[src/rtl/sprite_priority_sorter_assert.svh]
// Assertion macros for the sprite priority sorter.
`ifndef SPRITE_PRIORITY_SORTER_ASSERT_SVH
`define SPRITE_PRIORITY_SORTER_ASSERT_SVH

// Check that post holds in the same cycle as pre.
`define SPS_ASSERT_SAME(lbl, pre, post) \
  lbl: assert property (@(posedge clk) disable iff (!rst_n) (pre) |-> (post)) \
    else $error("sprite_priority_sorter: same-cycle check failed");

// Check that post holds in the cycle after pre.
`define SPS_ASSERT_NEXT(lbl, pre, post) \
  lbl: assert property (@(posedge clk) disable iff (!rst_n) (pre) |=> (post)) \
    else $error("sprite_priority_sorter: next-cycle check failed");

`endif

[src/rtl/sps_pkg.sv]
// Package with constants and types of the sprite priority sorter.
`default_nettype none

package sps_pkg;

  localparam int SPRITE_SLOTS    = 128;
  localparam int PRIORITY_LEVELS = 4;

  localparam int SLOT_W = 7;
  localparam int CNT_W  = 8;
  localparam int LVL_W  = 3;

  localparam logic [SLOT_W-1:0] SLOT_LAST = SLOT_W'(SPRITE_SLOTS - 1);
  localparam logic [CNT_W-1:0]  SLOT_CNT  = CNT_W'(SPRITE_SLOTS);
  localparam logic [LVL_W-1:0]  LVL_CNT   = LVL_W'(PRIORITY_LEVELS);

  localparam logic [15:0] DISABLED_WORD0 = 16'h0200;

  localparam logic [1:0] MODE_BEGIN = 2'd0;
  localparam logic [1:0] MODE_ADD   = 2'd1;
  localparam logic [1:0] MODE_READ  = 2'd2;

  typedef struct packed {
    logic [1:0] prio;
    logic [9:0] tile;
    logic [1:0] size;
    logic [8:0] x;
    logic [7:0] y;
  } entry_t;

  typedef enum logic [2:0] {
    ST_IDLE = 3'b001,
    ST_SCAN = 3'b010,
    ST_DONE = 3'b100
  } state_t;

endpackage

`default_nettype wire

[src/rtl/sprite_priority_sorter.sv]
// Top level: sprite list store and priority-ordered slot readout.
// Begin and add transactions: result registered, then moved to the output register when free.
// Read: scans the stored entries level by level from priority 0 upward, one list-memory read
// per entry examined; yields the next entry by priority and list order, else a disabled slot.
// One transaction at a time; the next is taken while the last result waits downstream.
// Synchronous reset empties the list and rewinds the readout; memory contents are not cleared.
`default_nettype none

module sprite_priority_sorter
  import sps_pkg::*;
(
  input  wire logic        clk,
  input  wire logic        rst_n,
  input  wire logic        in_valid,
  output logic             in_stall,
  input  wire logic [1:0]  in_mode,
  input  wire logic [8:0]  in_pos_x,
  input  wire logic [7:0]  in_pos_y,
  input  wire logic [9:0]  in_tile_number,
  input  wire logic [1:0]  in_shape_size,
  input  wire logic [1:0]  in_draw_priority,
  output logic             out_valid,
  input  wire logic        out_stall,
  output logic [6:0]       out_slot_number,
  output logic             out_slot_enabled,
  output logic [15:0]      out_word_zero,
  output logic [15:0]      out_word_one,
  output logic [15:0]      out_word_two,
  output logic             out_add_accepted
);

`include "sprite_priority_sorter_assert.svh"

  entry_t mem [SPRITE_SLOTS];

  state_t            state_r, state_nxt;
  logic [CNT_W-1:0]  count_r, count_nxt;
  logic [SLOT_W-1:0] rd_slot_r, rd_slot_nxt;
  logic [LVL_W-1:0]  scan_lvl_r, scan_lvl_nxt;
  logic [CNT_W-1:0]  scan_pos_r, scan_pos_nxt;
  logic              pend_r, pend_nxt;
  logic [CNT_W-1:0]  pend_pos_r, pend_pos_nxt;
  logic [LVL_W-1:0]  pend_lvl_r, pend_lvl_nxt;
  entry_t            rd_data_r;

  logic [SLOT_W-1:0] res_slot_r, res_slot_nxt;
  logic              res_en_r, res_en_nxt;
  logic [15:0]       res_w0_r, res_w0_nxt;
  logic [15:0]       res_w1_r, res_w1_nxt;
  logic [15:0]       res_w2_r, res_w2_nxt;
  logic              res_add_r, res_add_nxt;

  logic              out_valid_r, out_valid_nxt;
  logic [SLOT_W-1:0] out_slot_r;
  logic              out_en_r;
  logic [15:0]       out_w0_r;
  logic [15:0]       out_w1_r;
  logic [15:0]       out_w2_r;
  logic              out_add_r;
  logic              out_load;

  logic              mem_we;
  logic              mem_re;
  logic [SLOT_W-1:0] mem_raddr;
  entry_t            wr_entry;
  logic              in_fire;
  logic              hit;
  logic              finish;

  assign in_stall = (state_r != ST_IDLE);
  assign in_fire  = in_valid && !in_stall;
  assign wr_entry = '{prio: in_draw_priority, tile: in_tile_number, size: in_shape_size,
                      x: in_pos_x, y: in_pos_y};
  assign hit      = pend_r && ({1'b0, rd_data_r.prio} == pend_lvl_r);
  assign out_load = (state_r == ST_DONE) && (!out_valid_r || !out_stall);

  always_comb begin
    state_nxt    = state_r;
    count_nxt    = count_r;
    rd_slot_nxt  = rd_slot_r;
    scan_lvl_nxt = scan_lvl_r;
    scan_pos_nxt = scan_pos_r;
    pend_nxt     = 1'b0;
    pend_pos_nxt = pend_pos_r;
    pend_lvl_nxt = pend_lvl_r;
    res_slot_nxt = res_slot_r;
    res_en_nxt   = res_en_r;
    res_w0_nxt   = res_w0_r;
    res_w1_nxt   = res_w1_r;
    res_w2_nxt   = res_w2_r;
    res_add_nxt  = res_add_r;
    mem_we       = 1'b0;
    mem_re       = 1'b0;
    mem_raddr    = scan_pos_r[SLOT_W-1:0];
    finish       = 1'b0;
    unique case (state_r)
      ST_IDLE: begin
        if (in_fire) begin
          res_slot_nxt = '0;
          res_en_nxt   = 1'b0;
          res_w0_nxt   = '0;
          res_w1_nxt   = '0;
          res_w2_nxt   = '0;
          res_add_nxt  = 1'b0;
          state_nxt    = ST_DONE;
          unique case (in_mode)
            MODE_BEGIN: begin
              count_nxt    = '0;
              rd_slot_nxt  = '0;
              scan_lvl_nxt = '0;
              scan_pos_nxt = '0;
            end
            MODE_ADD: begin
              if (count_r < SLOT_CNT) begin
                mem_we      = 1'b1;
                count_nxt   = count_r + CNT_W'(1);
                res_add_nxt = 1'b1;
              end
              rd_slot_nxt  = '0;
              scan_lvl_nxt = '0;
              scan_pos_nxt = '0;
            end
            MODE_READ: begin
              state_nxt = ST_SCAN;
            end
            default: begin
            end
          endcase
        end
      end
      ST_SCAN: begin
        if (hit) begin
          scan_pos_nxt = pend_pos_r + CNT_W'(1);
          scan_lvl_nxt = pend_lvl_r;
          res_en_nxt   = 1'b1;
          res_w0_nxt   = {8'd0, rd_data_r.y};
          res_w1_nxt   = {rd_data_r.size, 5'd0, rd_data_r.x};
          res_w2_nxt   = {4'd0, rd_data_r.prio, rd_data_r.tile};
          finish       = 1'b1;
        end else if (scan_lvl_r >= LVL_CNT) begin
          res_en_nxt = 1'b0;
          res_w0_nxt = DISABLED_WORD0;
          res_w1_nxt = '0;
          res_w2_nxt = '0;
          finish     = 1'b1;
        end else if (scan_pos_r < count_r) begin
          mem_re       = 1'b1;
          pend_nxt     = 1'b1;
          pend_pos_nxt = scan_pos_r;
          pend_lvl_nxt = scan_lvl_r;
          scan_pos_nxt = scan_pos_r + CNT_W'(1);
        end else begin
          scan_lvl_nxt = scan_lvl_r + LVL_W'(1);
          scan_pos_nxt = '0;
        end
        if (finish) begin
          res_slot_nxt = rd_slot_r;
          res_add_nxt  = 1'b0;
          state_nxt    = ST_DONE;
          if (rd_slot_r == SLOT_LAST) begin
            rd_slot_nxt  = '0;
            scan_lvl_nxt = '0;
            scan_pos_nxt = '0;
          end else begin
            rd_slot_nxt = rd_slot_r + SLOT_W'(1);
          end
        end
      end
      ST_DONE: begin
        if (out_load) begin
          state_nxt = ST_IDLE;
        end
      end
      default: begin
        state_nxt = ST_IDLE;
      end
    endcase
  end

  always_comb begin
    out_valid_nxt = out_valid_r && out_stall;
    if (out_load) begin
      out_valid_nxt = 1'b1;
    end
  end

  always_ff @(posedge clk) begin
    if (mem_we) begin
      mem[count_r[SLOT_W-1:0]] <= wr_entry;
    end
    if (mem_re) begin
      rd_data_r <= mem[mem_raddr];
    end
  end

  always_ff @(posedge clk) begin
    if (!rst_n) begin
      state_r     <= ST_IDLE;
      count_r     <= '0;
      rd_slot_r   <= '0;
      scan_lvl_r  <= '0;
      scan_pos_r  <= '0;
      pend_r      <= 1'b0;
      out_valid_r <= 1'b0;
    end else begin
      state_r     <= state_nxt;
      count_r     <= count_nxt;
      rd_slot_r   <= rd_slot_nxt;
      scan_lvl_r  <= scan_lvl_nxt;
      scan_pos_r  <= scan_pos_nxt;
      pend_r      <= pend_nxt;
      out_valid_r <= out_valid_nxt;
    end
  end

  always_ff @(posedge clk) begin
    pend_pos_r <= pend_pos_nxt;
    pend_lvl_r <= pend_lvl_nxt;
    res_slot_r <= res_slot_nxt;
    res_en_r   <= res_en_nxt;
    res_w0_r   <= res_w0_nxt;
    res_w1_r   <= res_w1_nxt;
    res_w2_r   <= res_w2_nxt;
    res_add_r  <= res_add_nxt;
    if (out_load) begin
      out_slot_r <= res_slot_r;
      out_en_r   <= res_en_r;
      out_w0_r   <= res_w0_r;
      out_w1_r   <= res_w1_r;
      out_w2_r   <= res_w2_r;
      out_add_r  <= res_add_r;
    end
  end

  assign out_valid        = out_valid_r;
  assign out_slot_number  = out_slot_r;
  assign out_slot_enabled = out_en_r;
  assign out_word_zero    = out_w0_r;
  assign out_word_one     = out_w1_r;
  assign out_word_two     = out_w2_r;
  assign out_add_accepted = out_add_r;

  `SPS_ASSERT_NEXT(a_accept_leaves_idle, in_fire, state_r != ST_IDLE)
  `SPS_ASSERT_SAME(a_count_bounded, 1'b1, count_r <= SLOT_CNT)
  `SPS_ASSERT_SAME(a_level_bounded, 1'b1, scan_lvl_r <= LVL_CNT)
  `SPS_ASSERT_SAME(a_pend_in_scan, pend_r, state_r == ST_SCAN)
  `SPS_ASSERT_NEXT(a_done_loads_out, out_load, out_valid_r && state_r == ST_IDLE)

endmodule

`default_nettype wire
[config.mk]
export PLATFORM = sky130hd
export DESIGN_NAME = sprite_priority_sorter
export DESIGN_NICKNAME = d
export VERILOG_FILES = /design/src/rtl/sps_pkg.sv /design/src/rtl/sprite_priority_sorter.sv
export VERILOG_INCLUDE_DIRS = /design/src /design/src/rtl
export SDC_FILE = /design/constraint.sdc
export NUM_CORES = 2
export LEC_CHECK = 0
export ABC_AREA = 1
export ABC_CLOCK_PERIOD_IN_PS = 5490
export BUFFER_PORTS_ARGS = -buffer_cell sky130_fd_sc_hd__buf_2
export CORE_ASPECT_RATIO = 0.5
export CORE_MARGIN = 2
export CORE_UTILIZATION = 45
export DETAILED_ROUTE_END_ITERATION = 12
export HOLD_SLACK_MARGIN = 0.05
export SLEW_MARGIN = 25
export SYNTH_ARGS = -nofsm -noshare
export SYNTH_HDL_FRONTEND = slang
export SYNTH_SLANG_ARGS = --single-unit
[constraint.sdc]
create_clock -name clk -period 5.49 [get_ports clk]
set_input_delay 0.549 -clock clk [delete_from_list [all_inputs] [get_ports clk]]
set_output_delay 0.549 -clock clk [all_outputs]
set_load 0.03 [all_outputs]
==> metrics.log <==
[metrics] result of the run: finished clean
[metrics] maximum number of pins on one net before global-route repair: between 150 and 200
[metrics] Die Footprint: ~370,000 sq um
[metrics] Hold Path Cell Cnt: 1
[metrics] Skew-Pair Late Insertion Delay: around 1000 ps
[metrics] via density per instance: between 5 and 6
[metrics] Clk network pwr share: 0.418
[metrics] destination of the worst hold path: mem[81][13]
[metrics] worst clock skew on the final layout: a little over 80 ps
[metrics] fin util: 0.5042
[metrics] combinational family with the most area after synthesis: simple AND/OR/NAND/NOR gates
[metrics] share of the clock period used by the worst path after layout: 0.8216
[metrics] Worst Min Path Start: in_pos_x[5]
[metrics] slack of the worst reg-to-reg path: 980 ps
[metrics] Overflow after GRT: 0
[metrics] Crit Reg-Reg Endpoint: rd_data_r[30]
[metrics] RSZ-0062 raised after global routing: no
[metrics] sequential area share after synthesis: 0.7472
[metrics] kind of end point of the critical path: register
[metrics] Yosys top cell area share: 0.7435
[metrics] worst-case vdd ir drop: 0.2583 mV
[metrics] share of cell area taken by muxes after synthesis: 0
[metrics] Arrival @ worst endpoint: ~5200 ps
[metrics] horizontal die dimension: ~860 um
[metrics] flip-flop and latch count after synthesis: approximately 4,100
[metrics] cell with the largest stage delay on the worst path: dfxtp_4
[metrics] number of clock buffers inserted by TritonCTS: between 300 and 400
[metrics] critical path cell sequence: inv_8, buf_12, buf_4, o21ai_0, nand2_1, a21oi_1, nand2_1, nand3_1, nand2_1, nand2_1, nand2_1
[metrics] switching part of the total: 0.2061
[metrics] simple-gate share of the synthesized area: 0.1415
[metrics] Total Negative Setup Slacks: 0 ps
[metrics] initial antenna violation count: 36
[metrics] top cell family by delay on the critical path: simple AND/OR/NAND/NOR gates
[metrics] Buf/Inv on CP: 3
[metrics] post-synthesis compound-gate area fraction: 0.07878
[metrics] H-Tree Depth: 5
[metrics] floorplan core area: about 370,000 sq um
[metrics] Crit path required time: 6190 ps
[metrics] die extent in y: 432.5 um
[metrics] cell type with the highest aggregate area in the netlist: edfxtp_1
[metrics] XOR/XNOR Fraction of Synth Area: 0.0002650
[metrics] area share of fa/ha/maj cells after synthesis: 0.0009841
[metrics] Post-Synthesis Cells: about 14,000
[metrics] synthesis warning total: 0
[metrics] Max Slew Vio Count: 0
[metrics] combinational group share of total power: 0.019
[metrics] Distinct cells, synth: 36
[metrics] first-pass iteration count of the detailed router: 6
[metrics] wire length of the first global-routing pass: 731.3 mm
[metrics] area of combinational cells with multiple inputs: between 30,000 and 40,000 sq um
[metrics] kind of critical path: register to register
[metrics] starting density of the core: 0.4519
[metrics] actual slew at the worst max-slew pin: around 1100 ps
[metrics] number of setup violations in the final report: 0
[metrics] layout cell share with drive strength beyond 1: 0.07887
[metrics] Final Hold Violating Endpoints: 0
[metrics] residual antenna-violating net count after detailed routing: 0
[metrics] Fillers: roughly 31,000
[metrics] classification of the worst-slack hold path: input port to register
[metrics] main area contributors after synthesis: edfxtp_1 (74%), nor2_1 (6.9%), nand2_1 (4.2%)
[metrics] maximum clock frequency: roughly 220 MHz
[metrics] portion of total power attributed to sequential cells: 0.563
[metrics] Tot Pwr: approximately 60 mW
[metrics] storage element area: ~120,000 sq um
[metrics] switching power: 12.70 mW
[metrics] cell count of the worst reg-to-reg path: 11
[metrics] Max FO, Critical Path: 79
[metrics] Non-Filler Instances: ~19,000
[metrics] detail-routed net length per standard cell: about 28 um
[metrics] type of element launching the critical path: register
[metrics] buffers added on ports: roughly 80
[metrics] iteration-0 DRC count of the detailed router: 16,470
[metrics] FP Rows: between 150 and 200
[metrics] Internal Pwr Total: 48.94 mW
[metrics] post-detail-place hpwl: slightly below 300 mm
[metrics] Layout area overhead: 11.59%
[metrics] TritonCTS clock tree: yes
[metrics] Pwr per Cell Area: between 300 and 400 nW/um^2
[metrics] minimum clock period: around 4500 ps
[metrics] total of max-cap violations: 0
[metrics] DRC: 0
[metrics] leakage power of the design: 61.99 nW
[metrics] Final Wtd Congestion: 0.9181
[metrics] Total GRT Usage: 0.2706
[metrics] detailed-route wire length: 518.1 mm
[metrics] Post-CTS Setup Bufs: 0
[metrics] clock transition at the registers of the reported paths: 60 ps
[metrics] hold slack final: 130.1 ps
[metrics] total placed cells including tap cells: about 18,000
[metrics] slew margin rel.: 0.2384
[metrics] vias in the first global route: ~100,000
[metrics] via count of the routed design: about 110k
[metrics] CP most frequent cell: nand2_1
[metrics] number of clock sinks: about 4,000
[metrics] number of top-level design ports: 96
[metrics] Bufs on Longest Clock Path: 4
[metrics] delay contributed by the slowest stage of the critical path: approximately 990 ps
[metrics] CTS Root Buffer Type: clkbuf_16
[metrics] synthesized area divided by synthesized cell count: approximately 12 sq um
[metrics] source of the worst register-to-register timing path: scan_pos_r[0]
[metrics] Critical Path Source: scan_pos_r[0]
[metrics] count of nets after finishing: between 10,000 and 15,000
[metrics] Syn Std Cell Area: around 170,000 sq um
how the worst max path moves through the flow:
stage	endpoint	slack, ps	depth (start not counted)
after detailed placement	rd_data_r[30]	1190	11
after CTS	rd_data_r[30]	1180	11
after global placement	rd_data_r[30]	1190	11
after global routing	rd_data_r[30]	940	11
after floorplan	rd_data_r[0]	1720	9
final	rd_data_r[30]	980	11
per-layer routing:
| metal | global-route usage | wire length [um] |
|---|---|---|
| met3 | 0.06166 | 60180 |
| met1 | 0.3934 | 210400 |
| met2 | 0.4046 | 228300 |
| met4 | 0.09045 | 19110 |
| met5 | 0 | 103 |
layout make-up:
type,instances,share of cell area
inverters,214,0.004613
clock buffers,473,0.05426
flip-flops and latches,4123,0.6697
repair buffers,461,0.02447
clock inverters,188,0.008724
diodes,12,0.0001628
multi-input cells,8311,0.2046
well taps,4929,0.03344
layout by cell type, fill, tap and decap left out, types with 8 or more instances in the layout:
cell type and count:
edfxtp_1 4092, nor2_1 2912, nand2_1 1843, o21ai_0 1283, nand3_1 977, o211ai_1 425, clkbuf_16 387, o21ai_1 381
a21oi_1 288, buf_4 282, inv_1 205, nor2_4 131, clkinv_1 87, clkbuf_1 86, buf_12 70, clkinv_2 55
buf_2 48, buf_6 31, bufinv_16 26, dfxtp_1 26, dlygate4sd3_1 24, conb_1 16, ha_1 13, diode_2 12
nor3_1 8
repair_timing:
item                                    4_1_cts  5_1_grt
resized for setup                             0        0
endpoints found under the setup margin        0        0
endpoints found under the hold margin       314       20
hold buffers                                 23        1
synthesized netlist by cell type (all sizes together):
cell type	count
nor4	1
nand4	4
nor2	3044
dfxtp	31
conb	1
nand2	1849
clkinv	1
buf	473
or2	1
a31oi	1
o211ai	425
o41ai	1
xor2	5
nand3	983
nor3b	1
ha	13
clkbuf	403
o22ai	1
o21a	2
a21oi	288
edfxtp	4092
a211oi	2
nor3	9
inv	213
o21ai	1664
a31o	1
logic make-up (layout without fill, tap and decap cells):
kind of cell | count (synthesis) | after routing
xor gates and xnor gates | 5 | 5
buffers and inverters | 1090 | 1336
DFF | 4123 | 4123
other | 1 | 28
AOI/OAI and AO/OA | 2385 | 2385
adders and majority gates | 13 | 13
and+or+nand+nor | 5892 | 5892
sequential cells by signal, indices dropped and copies added, names as in the netlist, 9 cells and up:
| name | count |
|---|---|
| res_w2_r | 12 |
| res_w0_r | 9 |
| res_w1_r | 11 |
| out_word_zero | 9 |
| out_word_two | 12 |
| mem | 3968 |
| rd_data_r | 31 |
| out_word_one | 11 |
power groups by stage:
stage	registers (mW)	clock network, mW	logic [mW]
after floorplan	35.4	0	0.197
after global placement	35.4	0	1.08
after detailed placement	35.4	0	1.12
after CTS	34.7	26.0	1.14
after global routing	34.7	27.2	1.20
final	34.7	25.8	1.16
through the flow:
step | instance area [sq um] | setup WS (ps)
global placement | 172400 | 1190
CTS | 184300 | 1179
global route | 184400 | 939.9
floorplan | 165300 | 1723
finish | 184400 | 979.1
detailed placement | 172500 | 1191
Note: power is estimated with default switching activity, not from simulation.
